===== src/sv/bdq_pkg.sv =====
// bdq_pkg: shared constants, codes and types of the bounded deque
// no dependencies; compiled first

package bdq_pkg;

	localparam int unsigned DEPTH  = 8;
	localparam int unsigned DATA_W = 32;
	localparam int unsigned CNT_W  = $clog2(DEPTH + 1);

	// request codes
	localparam logic [1:0] FUNC_PUSH_FRONT = 2'd0;
	localparam logic [1:0] FUNC_PUSH_REAR  = 2'd1;
	localparam logic [1:0] FUNC_POP_FRONT  = 2'd2;
	localparam logic [1:0] FUNC_POP_REAR   = 2'd3;

	// response status codes
	localparam logic [1:0] ST_OK    = 2'd0;
	localparam logic [1:0] ST_FULL  = 2'd1;
	localparam logic [1:0] ST_EMPTY = 2'd2;

	// per-cycle command broadcast to every cell
	typedef struct packed {
		logic push_front;
		logic push_rear;
		logic pop_front;
		logic pop_rear;
	} bdq_ctl_t;

endpackage


===== src/sv/bdq_req_if.sv =====
// bdq_req_if: request channel of the bounded deque (valid/ready + payload)
// depends on bdq_pkg

interface bdq_req_if;
	logic                                valid;
	logic                                ready;
	logic [1:0]                          func;
	logic signed [bdq_pkg::DATA_W-1:0]   push_value;

	modport source (output valid, output func, output push_value, input ready);
	modport sink (input valid, input func, input push_value, output ready);
endinterface


===== src/sv/bdq_rsp_if.sv =====
// bdq_rsp_if: response channel of the bounded deque (valid/ready + payload)
// depends on bdq_pkg

interface bdq_rsp_if;
	logic                                valid;
	logic                                ready;
	logic signed [bdq_pkg::DATA_W-1:0]   pop_value;
	logic [1:0]                          status;
	logic [bdq_pkg::CNT_W-1:0]           occupancy;

	modport source (output valid, output pop_value, output status, output occupancy,
		input ready);
	modport sink (input valid, input pop_value, input status, input occupancy,
		output ready);
endinterface


===== src/sv/bdq_cell.sv =====
// bdq_cell: one slot of the deque cell row, shifts toward either neighbor
// depends on bdq_pkg

module bdq_cell (
	input  logic                              clk,
	input  logic                              arst_n,
	input  bdq_pkg::bdq_ctl_t                 ctl,
	input  logic signed [bdq_pkg::DATA_W-1:0] push_value,
	input  logic signed [bdq_pkg::DATA_W-1:0] left_data,
	input  logic                              left_valid,
	input  logic signed [bdq_pkg::DATA_W-1:0] right_data,
	input  logic                              right_valid,
	output logic signed [bdq_pkg::DATA_W-1:0] data,
	output logic                              valid,
	output logic signed [bdq_pkg::DATA_W-1:0] tail_data
);

	logic signed [bdq_pkg::DATA_W-1:0] data_q;
	logic                              valid_q;
	logic                              is_tail;
	logic                              is_free_head;

	// last occupied cell, and first free cell behind the occupied run
	assign is_tail      = valid_q & ~right_valid;
	assign is_free_head = ~valid_q & left_valid;

	always_ff @(posedge clk or negedge arst_n) begin
		if (!arst_n) begin
			valid_q <= 1'b0;
		end else if (ctl.push_front) begin
			valid_q <= left_valid;
		end else if (ctl.pop_front) begin
			valid_q <= right_valid;
		end else if (ctl.push_rear && is_free_head) begin
			valid_q <= 1'b1;
		end else if (ctl.pop_rear && is_tail) begin
			valid_q <= 1'b0;
		end
	end

	always_ff @(posedge clk) begin
		if (ctl.push_front) begin
			data_q <= left_data;
		end else if (ctl.pop_front) begin
			data_q <= right_data;
		end else if (ctl.push_rear && is_free_head) begin
			data_q <= push_value;
		end
	end

	assign data      = data_q;
	assign valid     = valid_q;
	assign tail_data = is_tail ? data_q : '0;

endmodule


===== src/sv/bounded_deque_unit.sv =====
// bounded_deque_unit: top level of the bounded deque, a row of bdq_cell slots
// depends on bdq_pkg, bdq_req_if, bdq_rsp_if, bdq_cell
//
// response: registered, valid in the cycle after the request transfer
// throughput: one request per cycle unless a held response stalls; the row shifts
// reset: arst_n clears the occupancy and all cell valid bits; slot data is not reset

module bounded_deque_unit (
	input  logic       clk,
	input  logic       arst_n,
	bdq_req_if.sink    req,
	bdq_rsp_if.source  rsp
);

	localparam int unsigned DEPTH  = bdq_pkg::DEPTH;
	localparam int unsigned DATA_W = bdq_pkg::DATA_W;
	localparam int unsigned CNT_W  = bdq_pkg::CNT_W;

	// cell row: index 0 is the front, occupied cells form a run from the front
	logic signed [DATA_W-1:0] cell_data [DEPTH];
	logic signed [DATA_W-1:0] cell_tail [DEPTH];
	logic [DEPTH-1:0]         cell_valid;

	bdq_pkg::bdq_ctl_t        ctl;
	logic                     accept;
	logic                     full;
	logic                     empty;
	logic [1:0]               status_d;
	logic signed [DATA_W-1:0] pop_value_d;
	logic signed [DATA_W-1:0] tail_word;
	logic [CNT_W-1:0]         count_q;
	logic [CNT_W-1:0]         count_d;

	// response register
	logic                     rsp_valid_q;
	logic signed [DATA_W-1:0] pop_value_q;
	logic [1:0]               status_q;
	logic [CNT_W-1:0]         occupancy_q;

	// take a new request whenever the response register is free or being drained
	assign req.ready = ~rsp_valid_q | rsp.ready;
	assign accept    = req.valid & req.ready;

	assign full  = cell_valid[DEPTH-1];
	assign empty = ~cell_valid[0];

	// the tail cell is unique, so an or over the row picks its word
	always_comb begin
		tail_word = '0;
		for (int i = 0; i < DEPTH; i++) begin
			tail_word = tail_word | cell_tail[i];
		end
	end

	// decode the request against full/empty; dropped requests leave the row alone
	always_comb begin
		ctl         = '0;
		status_d    = bdq_pkg::ST_OK;
		pop_value_d = '0;
		unique case (req.func)
			bdq_pkg::FUNC_PUSH_FRONT: begin
				if (full) status_d = bdq_pkg::ST_FULL;
				else ctl.push_front = accept;
			end
			bdq_pkg::FUNC_PUSH_REAR: begin
				if (full) status_d = bdq_pkg::ST_FULL;
				else ctl.push_rear = accept;
			end
			bdq_pkg::FUNC_POP_FRONT: begin
				if (empty) begin
					status_d = bdq_pkg::ST_EMPTY;
				end else begin
					ctl.pop_front = accept;
					pop_value_d   = cell_data[0];
				end
			end
			bdq_pkg::FUNC_POP_REAR: begin
				if (empty) begin
					status_d = bdq_pkg::ST_EMPTY;
				end else begin
					ctl.pop_rear = accept;
					pop_value_d  = tail_word;
				end
			end
			default: begin
				status_d = bdq_pkg::ST_OK;
			end
		endcase
	end

	// occupancy after this request
	always_comb begin
		count_d = count_q;
		if (ctl.push_front || ctl.push_rear) begin
			count_d = count_q + CNT_W'(1);
		end else if (ctl.pop_front || ctl.pop_rear) begin
			count_d = count_q - CNT_W'(1);
		end
	end

	// row of cells; the front cell sees the pushed word as its left neighbor
	for (genvar i = 0; i < DEPTH; i++) begin : g_cell
		logic signed [DATA_W-1:0] left_data;
		logic                     left_valid;
		logic signed [DATA_W-1:0] right_data;
		logic                     right_valid;

		if (i == 0) begin : g_front
			assign left_data  = req.push_value;
			assign left_valid = 1'b1;
		end else begin : g_inner_l
			assign left_data  = cell_data[i-1];
			assign left_valid = cell_valid[i-1];
		end

		if (i == DEPTH - 1) begin : g_back
			assign right_data  = '0;
			assign right_valid = 1'b0;
		end else begin : g_inner_r
			assign right_data  = cell_data[i+1];
			assign right_valid = cell_valid[i+1];
		end

		bdq_cell u_cell (
			.clk         (clk),
			.arst_n      (arst_n),
			.ctl         (ctl),
			.push_value  (req.push_value),
			.left_data   (left_data),
			.left_valid  (left_valid),
			.right_data  (right_data),
			.right_valid (right_valid),
			.data        (cell_data[i]),
			.valid       (cell_valid[i]),
			.tail_data   (cell_tail[i])
		);
	end

	always_ff @(posedge clk or negedge arst_n) begin
		if (!arst_n) begin
			count_q     <= '0;
			rsp_valid_q <= 1'b0;
		end else begin
			count_q <= count_d;
			if (accept) begin
				rsp_valid_q <= 1'b1;
			end else if (rsp.ready) begin
				rsp_valid_q <= 1'b0;
			end
		end
	end

	// response payload, loaded on each request transfer
	always_ff @(posedge clk) begin
		if (accept) begin
			pop_value_q <= pop_value_d;
			status_q    <= status_d;
			occupancy_q <= count_d;
		end
	end

	assign rsp.valid     = rsp_valid_q;
	assign rsp.pop_value = pop_value_q;
	assign rsp.status    = status_q;
	assign rsp.occupancy = occupancy_q;

`ifndef SYNTHESIS
	// count register tracks the number of occupied cells
	a_count_matches: assert property (@(posedge clk) disable iff (!arst_n)
		$countones(cell_valid) == count_q)
		else $error("occupancy count disagrees with cell valid bits");

	// occupied cells always form one run starting at the front
	a_run_from_front: assert property (@(posedge clk) disable iff (!arst_n)
		((cell_valid + {{(DEPTH-1){1'b0}}, 1'b1}) & cell_valid) == '0)
		else $error("cell valid bits are not a run from the front");

	// a full report only happens when every cell is occupied
	a_full_status: assert property (@(posedge clk) disable iff (!arst_n)
		(rsp_valid_q && status_q == bdq_pkg::ST_FULL) |-> occupancy_q == CNT_W'(DEPTH))
		else $error("full status with free cells");

	// a pop on an empty row reports empty with a zero word
	a_empty_pop: assert property (@(posedge clk) disable iff (!arst_n)
		(accept && req.func[1] && count_q == '0) |=>
		(rsp_valid_q && status_q == bdq_pkg::ST_EMPTY && pop_value_q == '0))
		else $error("pop on empty deque not reported as empty");
`endif

endmodule

===== src/flat_wrapper.sv =====
// flat-port wrapper written by rule: the top's interface ports become plain ports
module bounded_deque_unit_flat 
  (clk, arst_n, req_valid, req_func, req_push_value, req_ready, rsp_valid, rsp_pop_value, rsp_status, rsp_occupancy, rsp_ready);
  bdq_req_if req_i ();
  bdq_rsp_if rsp_i ();
  input  logic clk;
  input  logic arst_n;
  input wire logic [$bits(req_i.valid)-1:0] req_valid;
  input wire logic [$bits(req_i.func)-1:0] req_func;
  input wire logic [$bits(req_i.push_value)-1:0] req_push_value;
  output wire logic [$bits(req_i.ready)-1:0] req_ready;
  output wire logic [$bits(rsp_i.valid)-1:0] rsp_valid;
  output wire logic [$bits(rsp_i.pop_value)-1:0] rsp_pop_value;
  output wire logic [$bits(rsp_i.status)-1:0] rsp_status;
  output wire logic [$bits(rsp_i.occupancy)-1:0] rsp_occupancy;
  input wire logic [$bits(rsp_i.ready)-1:0] rsp_ready;
  assign req_i.valid = req_valid;
  assign req_i.func = req_func;
  assign req_i.push_value = req_push_value;
  assign req_ready = req_i.ready;
  assign rsp_valid = rsp_i.valid;
  assign rsp_pop_value = rsp_i.pop_value;
  assign rsp_status = rsp_i.status;
  assign rsp_occupancy = rsp_i.occupancy;
  assign rsp_i.ready = rsp_ready;
  bounded_deque_unit u_core (.clk(clk), .arst_n(arst_n), .req(req_i), .rsp(rsp_i));
endmodule

===== config.mk =====
export PLATFORM = sky130hd
export DESIGN_NAME = bounded_deque_unit_flat
export DESIGN_NICKNAME = d
export VERILOG_FILES = /design/src/sv/bdq_pkg.sv /design/src/sv/bdq_req_if.sv /design/src/sv/bdq_rsp_if.sv /design/src/sv/bdq_cell.sv /design/src/sv/bounded_deque_unit.sv /design/src/flat_wrapper.sv
export SDC_FILE = /design/constraint.sdc
export NUM_CORES = 1
export LEC_CHECK = 0
export BUFFER_PORTS_ARGS = -buffer_cell sky130_fd_sc_hd__buf_2
export CORE_ASPECT_RATIO = 0.6
export CORE_MARGIN = 2
export CORE_UTILIZATION = 61
export DETAILED_ROUTE_END_ITERATION = 7
export GPL_ROUTABILITY_DRIVEN = 0
export PLACE_DENSITY = 0.82
export SLEW_MARGIN = 0
export SYNTH_ARGS = -nofsm -noshare
export SYNTH_HDL_FRONTEND = slang
export SYNTH_SLANG_ARGS = --single-unit

===== constraint.sdc =====
create_clock -name clk -period 4.8 [get_ports clk]
set_input_delay 0.48 -clock clk [delete_from_list [all_inputs] [get_ports clk]]
set_output_delay 0.48 -clock clk [all_outputs]
set_load 0.05 [all_outputs]

**Word-level counts from Yosys, hierarchy flattened**

Cells that the tools add are included.

- Reduce and logical (&&, ||, !) cells: 38
- Muxes and demuxes: 80
- Bitwise logic cells: 25
- Add/subtract/negate cells: 2
- Eq/ne operators: 3

Operators with widths:

| operator | count |
|---|---|
| $mux W32 | 34 |
| $or A32 B32 Y32 | 7 |
| $pmux W32 S2 | 1 |
| $mux W1 | 41 |
| $reduce_bool A4 Y1 | 8 |
| $reduce_bool A3 Y1 | 8 |
| $logic_and A1 B1 Y1 | 16 |
| $not A1 Y1 | 9 |
| $and A1 B1 Y1 | 8 |
| $mux W4 | 2 |
| $add A4 B1 Y4 const B | 1 |
| $eq A2 B2 Y1 const B | 2 |
| $pmux W2 S2 | 1 |
| $reduce_or A2 Y1 | 2 |
| $sub A4 B1 Y4 const B | 1 |
| $eq A2 B1 Y1 const B | 1 |
| $logic_not A2 Y1 | 1 |
| $logic_or A1 B1 Y1 | 2 |
| $mux W2 | 1 |
| $reduce_bool A2 Y1 | 1 |
| $or A1 B1 Y1 | 1 |

- Flip-flop bits (word level): 307
- Word-level logic and storage cells: 169
- Bits of input ports: 38

**Depth between registers and ports, before layout**

- Depth in word-level cells: 12
- Depth in mapped cells: 8
- Gate-level depth less buffers: 5

**Modules after synthesis**

Synthesis repeated with hierarchy kept, for this count alone.

- Cells, all modules: 1686
- Area, all modules: 18032.3 sq um

By module, submodules not included:

| module | area an instance (sq um) | seq. area each (sq um) | cells an instance | times used |
|---|---|---|---|---|
| bdq_cell | 1968.1 | 985.9 | 184 | 8 |
| bounded_deque_unit | 2287.2 | 1266.2 | 214 | 1 |

**Worst setup path before layout**

OpenSTA, ideal clock, no wires.

- Path kind: reg-to-reg
- From: reg u_core.rsp_valid_q (netlist: u_core.rsp.valid)
- To: reg u_core.g_cell[1].u_cell.data_q (netlist bit u_core.g_cell[1].u_cell.data[0]), enable pin
- Slack: 0.760 ns
- Clock period less this slack: 4.040 ns
- Arrival: 3.574 ns
- Stages on the path, launching flop included: 5
- Cell sequence: dfrtp_1 > nor2b_4 > inv_2 > nand3_1 > o21ai_0

- Longest elaborated chain between the ends: 7
- Elaborated cells on any way between the ends: 10
- Those cells by class: mux: 5; bitwise: 3; reduce/logical: 2

Ends and longest elaborated chain:

| item | RTL line | RTL |
|---|---|---|
| start: declaration | bounded_deque_unit.sv:35 | `logic rsp_valid_q;` |
| start signal: assignment | bounded_deque_unit.sv:142 | `rsp_valid_q <= 1'b0;` |
| start signal: assignment | bounded_deque_unit.sv:146 | `rsp_valid_q <= 1'b1;` |
| start signal: assignment | bounded_deque_unit.sv:148 | `rsp_valid_q <= 1'b0;` |
| $not A1 Y1 * | bounded_deque_unit.sv:41 | `assign req.ready = ~rsp_valid_q \| rsp.ready;` |
| $or A1 B1 Y1 * | bounded_deque_unit.sv:41 |  |
| named net req_ready | flat_wrapper.sv:11 | `output wire logic [$bits(req_i.ready)-1:0] req_ready;` |
| $and A1 B1 Y1 * | bounded_deque_unit.sv:42 | `assign accept = req.valid & req.ready;` |
| $mux W1 | bounded_deque_unit.sv:62, bounded_deque_unit.sv:66 |  |
| $mux W1 | bounded_deque_unit.sv:60 | `unique case (req.func)` |
| $logic_and A1 B1 Y1 | bdq_cell.sv:46 | `end else if (ctl.push_rear && is_free_head) begin` |
| $reduce_bool A3 Y1 (no line) * | - |  |
| end signal: assignment | bdq_cell.sv:43 | `data_q <= left_data;` |
| end signal: assignment | bdq_cell.sv:45 | `data_q <= right_data;` |
| end signal: assignment | bdq_cell.sv:47 | `data_q <= push_value;` |
| end: declaration | bdq_cell.sv:18 | `logic signed [bdq_pkg::DATA_W-1:0] data_q;` |

The timed path passes the listed nets; every way through them passes the cells marked *.
A chain may end at the register's enable or synchronous reset.

**Worst setup path in the final report**

- From: reg u_core.g_cell[2].u_cell.valid_q
- To: reg u_core.g_cell[3].u_cell.data_q (netlist bit u_core.g_cell[3].u_cell.data[14]), enable pin

- Longest elaborated chain between the ends: 3

Ends and longest elaborated chain:

| item | RTL line | RTL |
|---|---|---|
| start: declaration | bdq_cell.sv:19 | `logic valid_q;` |
| start signal: assignment | bdq_cell.sv:31 | `valid_q <= left_valid;` |
| start signal: assignment | bdq_cell.sv:33 | `valid_q <= right_valid;` |
| $and A1 B1 Y1 | bdq_cell.sv:25 | `assign is_free_head = ~valid_q & left_valid;` |
| $logic_and A1 B1 Y1 | bdq_cell.sv:46 |  |
| $reduce_bool A3 Y1 (no line) | - |  |
| end signal: assignment | bdq_cell.sv:43 |  |
| end signal: assignment | bdq_cell.sv:45 |  |
| end signal: assignment | bdq_cell.sv:47 |  |
| end: declaration | bdq_cell.sv:18 |  |

No other way between the ends.

==> impl_metrics.yaml <==
run_status:
  status: "finished, violations left"
  violations: "DRC"
clock_network:
  cts_tree: "built"
  cts_buffer_depth: 3
  cts_buffers: 28
  cts.sinks: 307
  post-cts-setup-buffers: 0
  htreeDepth: 1
  clk_latency_ps: 560
  cts.reportedPaths.clkPinSlew_ps: 60
  cts-root-buf: "clkbuf_16"
route:
  route.final.wire_length_um: 39300
  drt_iter0_drc: 1837
  vias: 11200
  viasPerCell: 7.12
  avgRoutedWirePerCell_um: 25.1
  drc: 5
  ant_nets: 0
  drtPass1Iterations: 8
die:
  die_area_sq_um: 25200
  start_util_pct: 62.7
  fp-row-count: 43
  fp.coreArea_sq_um: 23300
  die_h_um: 124
  ios: 78
  dieWidth_um: 204
critical_path:
  worstSetupEndpointType: "flop"
  cp-start-kind: "flop"
  path_max_fanout: 32
  path_cells: "nor2b_1 -> nand2_1 -> nand2_1 -> buf_4"
  required_ps: 5020
  cp_num_buf_inv: 1
  crit_type: "reg2reg"
  cp.arrival_ps: 3590
  critical-path-top-delay-family: "simple AND/OR/NAND/NOR gates"
  slowest_delay_ps: 1150
  cpMostUsedCell: "nand2_1"
  slowest_stage: "dfrtp_1"
final_layout:
  fin_nets: 1275
  syn_to_final_growth_pct: 9.56
  nFillCells: 1638
  instances_no_fill: 1568
  layout-drive-gt1-share_pct: 13.6
  antenna_cells: 0
placement:
  post-place-cells: 1519
  io_buffer_count: 77
  dp_hpwl_um: 22500
yosys:
  yosys.cell_types.count: 46
  synth_top_family_by_area: "compound AO/OA/AOI/OAI gates"
  synth_compound_area_share_pct: 20.2
  ys_ff_latch: 307
  avgSynthCellArea_sq_um: 12.2
  synth_area_sq_um: 14600
  syn-instance-count: 1195
  synth_nets: 1235
  yosys_warnings: 0
  ys_seq_area_share_pct: 62.6
  async_flop_share_pct: 4.23
  synth_xor_area_share_pct: 0.180
  synth_edf_count: 294
  ys.flop_type: "edfxtp_1"
  synthSimpleGateAreaFrac_pct: 10.2
  synth_mux_area_share_pct: 2.47
  synthAdderAreaFrac_pct: 0.171
sta:
  hold_violations: 0
  post-route-period-util_pct: 70.4
  setup_tns_ps: 0
  worst_pin_slew_ps: 1210
  setup_violations: 0
  skew_ps: 11.5
  max_freq_mhz: 296
  finalMaxSlewViolations: 0
  hold_slack_ps: 220
  slew_headroom_pct: 19.3
  rsz0062_at_grt: "false"
  min_period_ps: 3380
grt:
  grt_max_degree: 148
  grt-ovfl-total: 0
  grt.total_usage_pct: 30.8
  antenna_found_initial: 0
  grt_pass1_wl_um: 59000
  grt_pass1_vias: 10200
power_and_ir_drop:
  ir_drop_mv: 0.323
  power_density_nw_per_um2: 502
  total_power_uw: 8030
  leakage_uw: 0.00571
job:
  cap_violations: 0
worst_hold_path:
  hold_class: "in2reg"
logic make-up (layout without fill, tap and decap cells):
group | count (synthesis) | in the layout
buffers and inverters | 105 | 163
XOR/XNOR | 3 | 3
AO/OA/AOI/OAI | 384 | 384
multiplexers | 32 | 32
AND/OR/NAND/NOR | 362 | 362
flip-flops | 307 | 307
adder cells (fa/ha/maj) | 2 | 2
area by class of cell:
| cell class | count | area, sq um | area share (%) |
|---|---|---|---|
| inverters | 9 | 33.8 | 0.211 |
| clock inverters | 13 | 87.6 | 0.547 |
| repair buffers | 106 | 643 | 4.02 |
| well taps | 315 | 394 | 2.46 |
| multi-input cells | 783 | 4950 | 30.9 |
| flip-flops and latches | 307 | 9150 | 57.2 |
| clock buffers | 35 | 748 | 4.67 |
worst paths after layout:
kind / startpoint / to / slack, ps / cells past startpoint
worst max-delay path: u_core.g_cell[2].u_cell.valid$_DFFE_PN0P_ / u_core.g_cell[3].u_cell.data[14]$_DFFE_PP_ / 1420 / 4
max in group asynchronous: arst_n / u_core.g_cell[0].u_cell.valid$_DFFE_PN0P_ / 4200 / 2
worst max register to register: u_core.g_cell[2].u_cell.valid$_DFFE_PN0P_ / u_core.g_cell[3].u_cell.data[14]$_DFFE_PP_ / 1420 / 4
worst min-delay path: req_push_value[8] / u_core.g_cell[0].u_cell.data[8]$_DFFE_PP_ / 220 / 2
min in group asynchronous: arst_n / u_core.g_cell[3].u_cell.valid$_DFFE_PN0P_ / 350 / 2
worst min register to register: u_core.count_q[3]$_DFF_PN0_ / u_core.count_q[3]$_DFF_PN0_ / 460 / 1
per-layer routing:
metal	GRT usage (%)	share of wire (%)
met3	7.04	14
met4	8.17	2.1
met1	46.3	40
met5	0	0
met2	45.6	44
Yosys cell counts (2+ instances only):
master,instances,area [sq um]
buf_4,13,97.6
ha_1,2,25.0
nor3_1,4,20.0
dfrtp_1,13,325
o22ai_1,2,12.5
a21oi_1,8,40.0
buf_2,41,205
nand2_1,319,1200
a222oi_1,32,320
nand3b_1,13,97.6
mux2_1,24,270
mux2_2,8,90.1
buf_6,15,169
nand3_1,4,20.0
nand2b_1,2,12.5
a22o_1,52,455
a221oi_1,32,280
nor2b_1,7,43.8
inv_1,7,26.3
clkbuf_1,26,97.6
inv_2,2,7.51
o21ai_0,51,255
o211ai_1,3,22.5
a22oi_1,193,1450
edfxtp_1,294,8830
xnor2_1,2,17.5
nor2_1,3,11.3
and3_1,3,18.8
a32oi_1,3,26.3
report_power, final:
group,switching (uW),internal (uW)
clock,991,1150
combinational,1450,690
sequential,349,3400
total,2790,5240
through the flow:
| stage | setup slack (ps) | instance area [sq um] | util (%) |
|---|---|---|---|
| after global routing | 1350 | 16000 | 68.7 |
| after global placement | 1580 | 15200 | 65.1 |
| after floorplan | 760 | 14600 | - |
| after detailed placement | 1550 | 15200 | 65.1 |
| final | 1420 | 16000 | 68.7 |
| after CTS | 1540 | 16000 | 68.7 |
sequential cells by signal, summed over array words and instances (netlist names):
signal                      flops
u_core.rsp.occupancy            4
u_core.count_q                  4
u_core.g_cell.u_cell.data     256
u_core.rsp.status               2
u_core.g_cell.u_cell.valid      8
u_core.rsp.valid                1
u_core.rsp.pop_value           32
placed cells by master, fill, tap and decap left out, types with 6 or more instances in the layout:
cell,n
clkinv_2,7
mux2_2,8
inv_1,7
a22oi_1,193
dfrtp_1,13
buf_2,77
buf_4,25
edfxtp_1,294
a222oi_1,32
mux2_1,24
nand3b_1,13
a22o_1,52
o21ai_0,49
a221oi_1,32
nand2_1,319
clkbuf_1,6
clkbuf_16,29
what timing repair did:
item / in CTS / in global routing
resized for setup: 0 / 0
hold buffers: 1 / 0
endpoints found under the hold margin: 13 / 0
(Power assumes the default switching activity.)
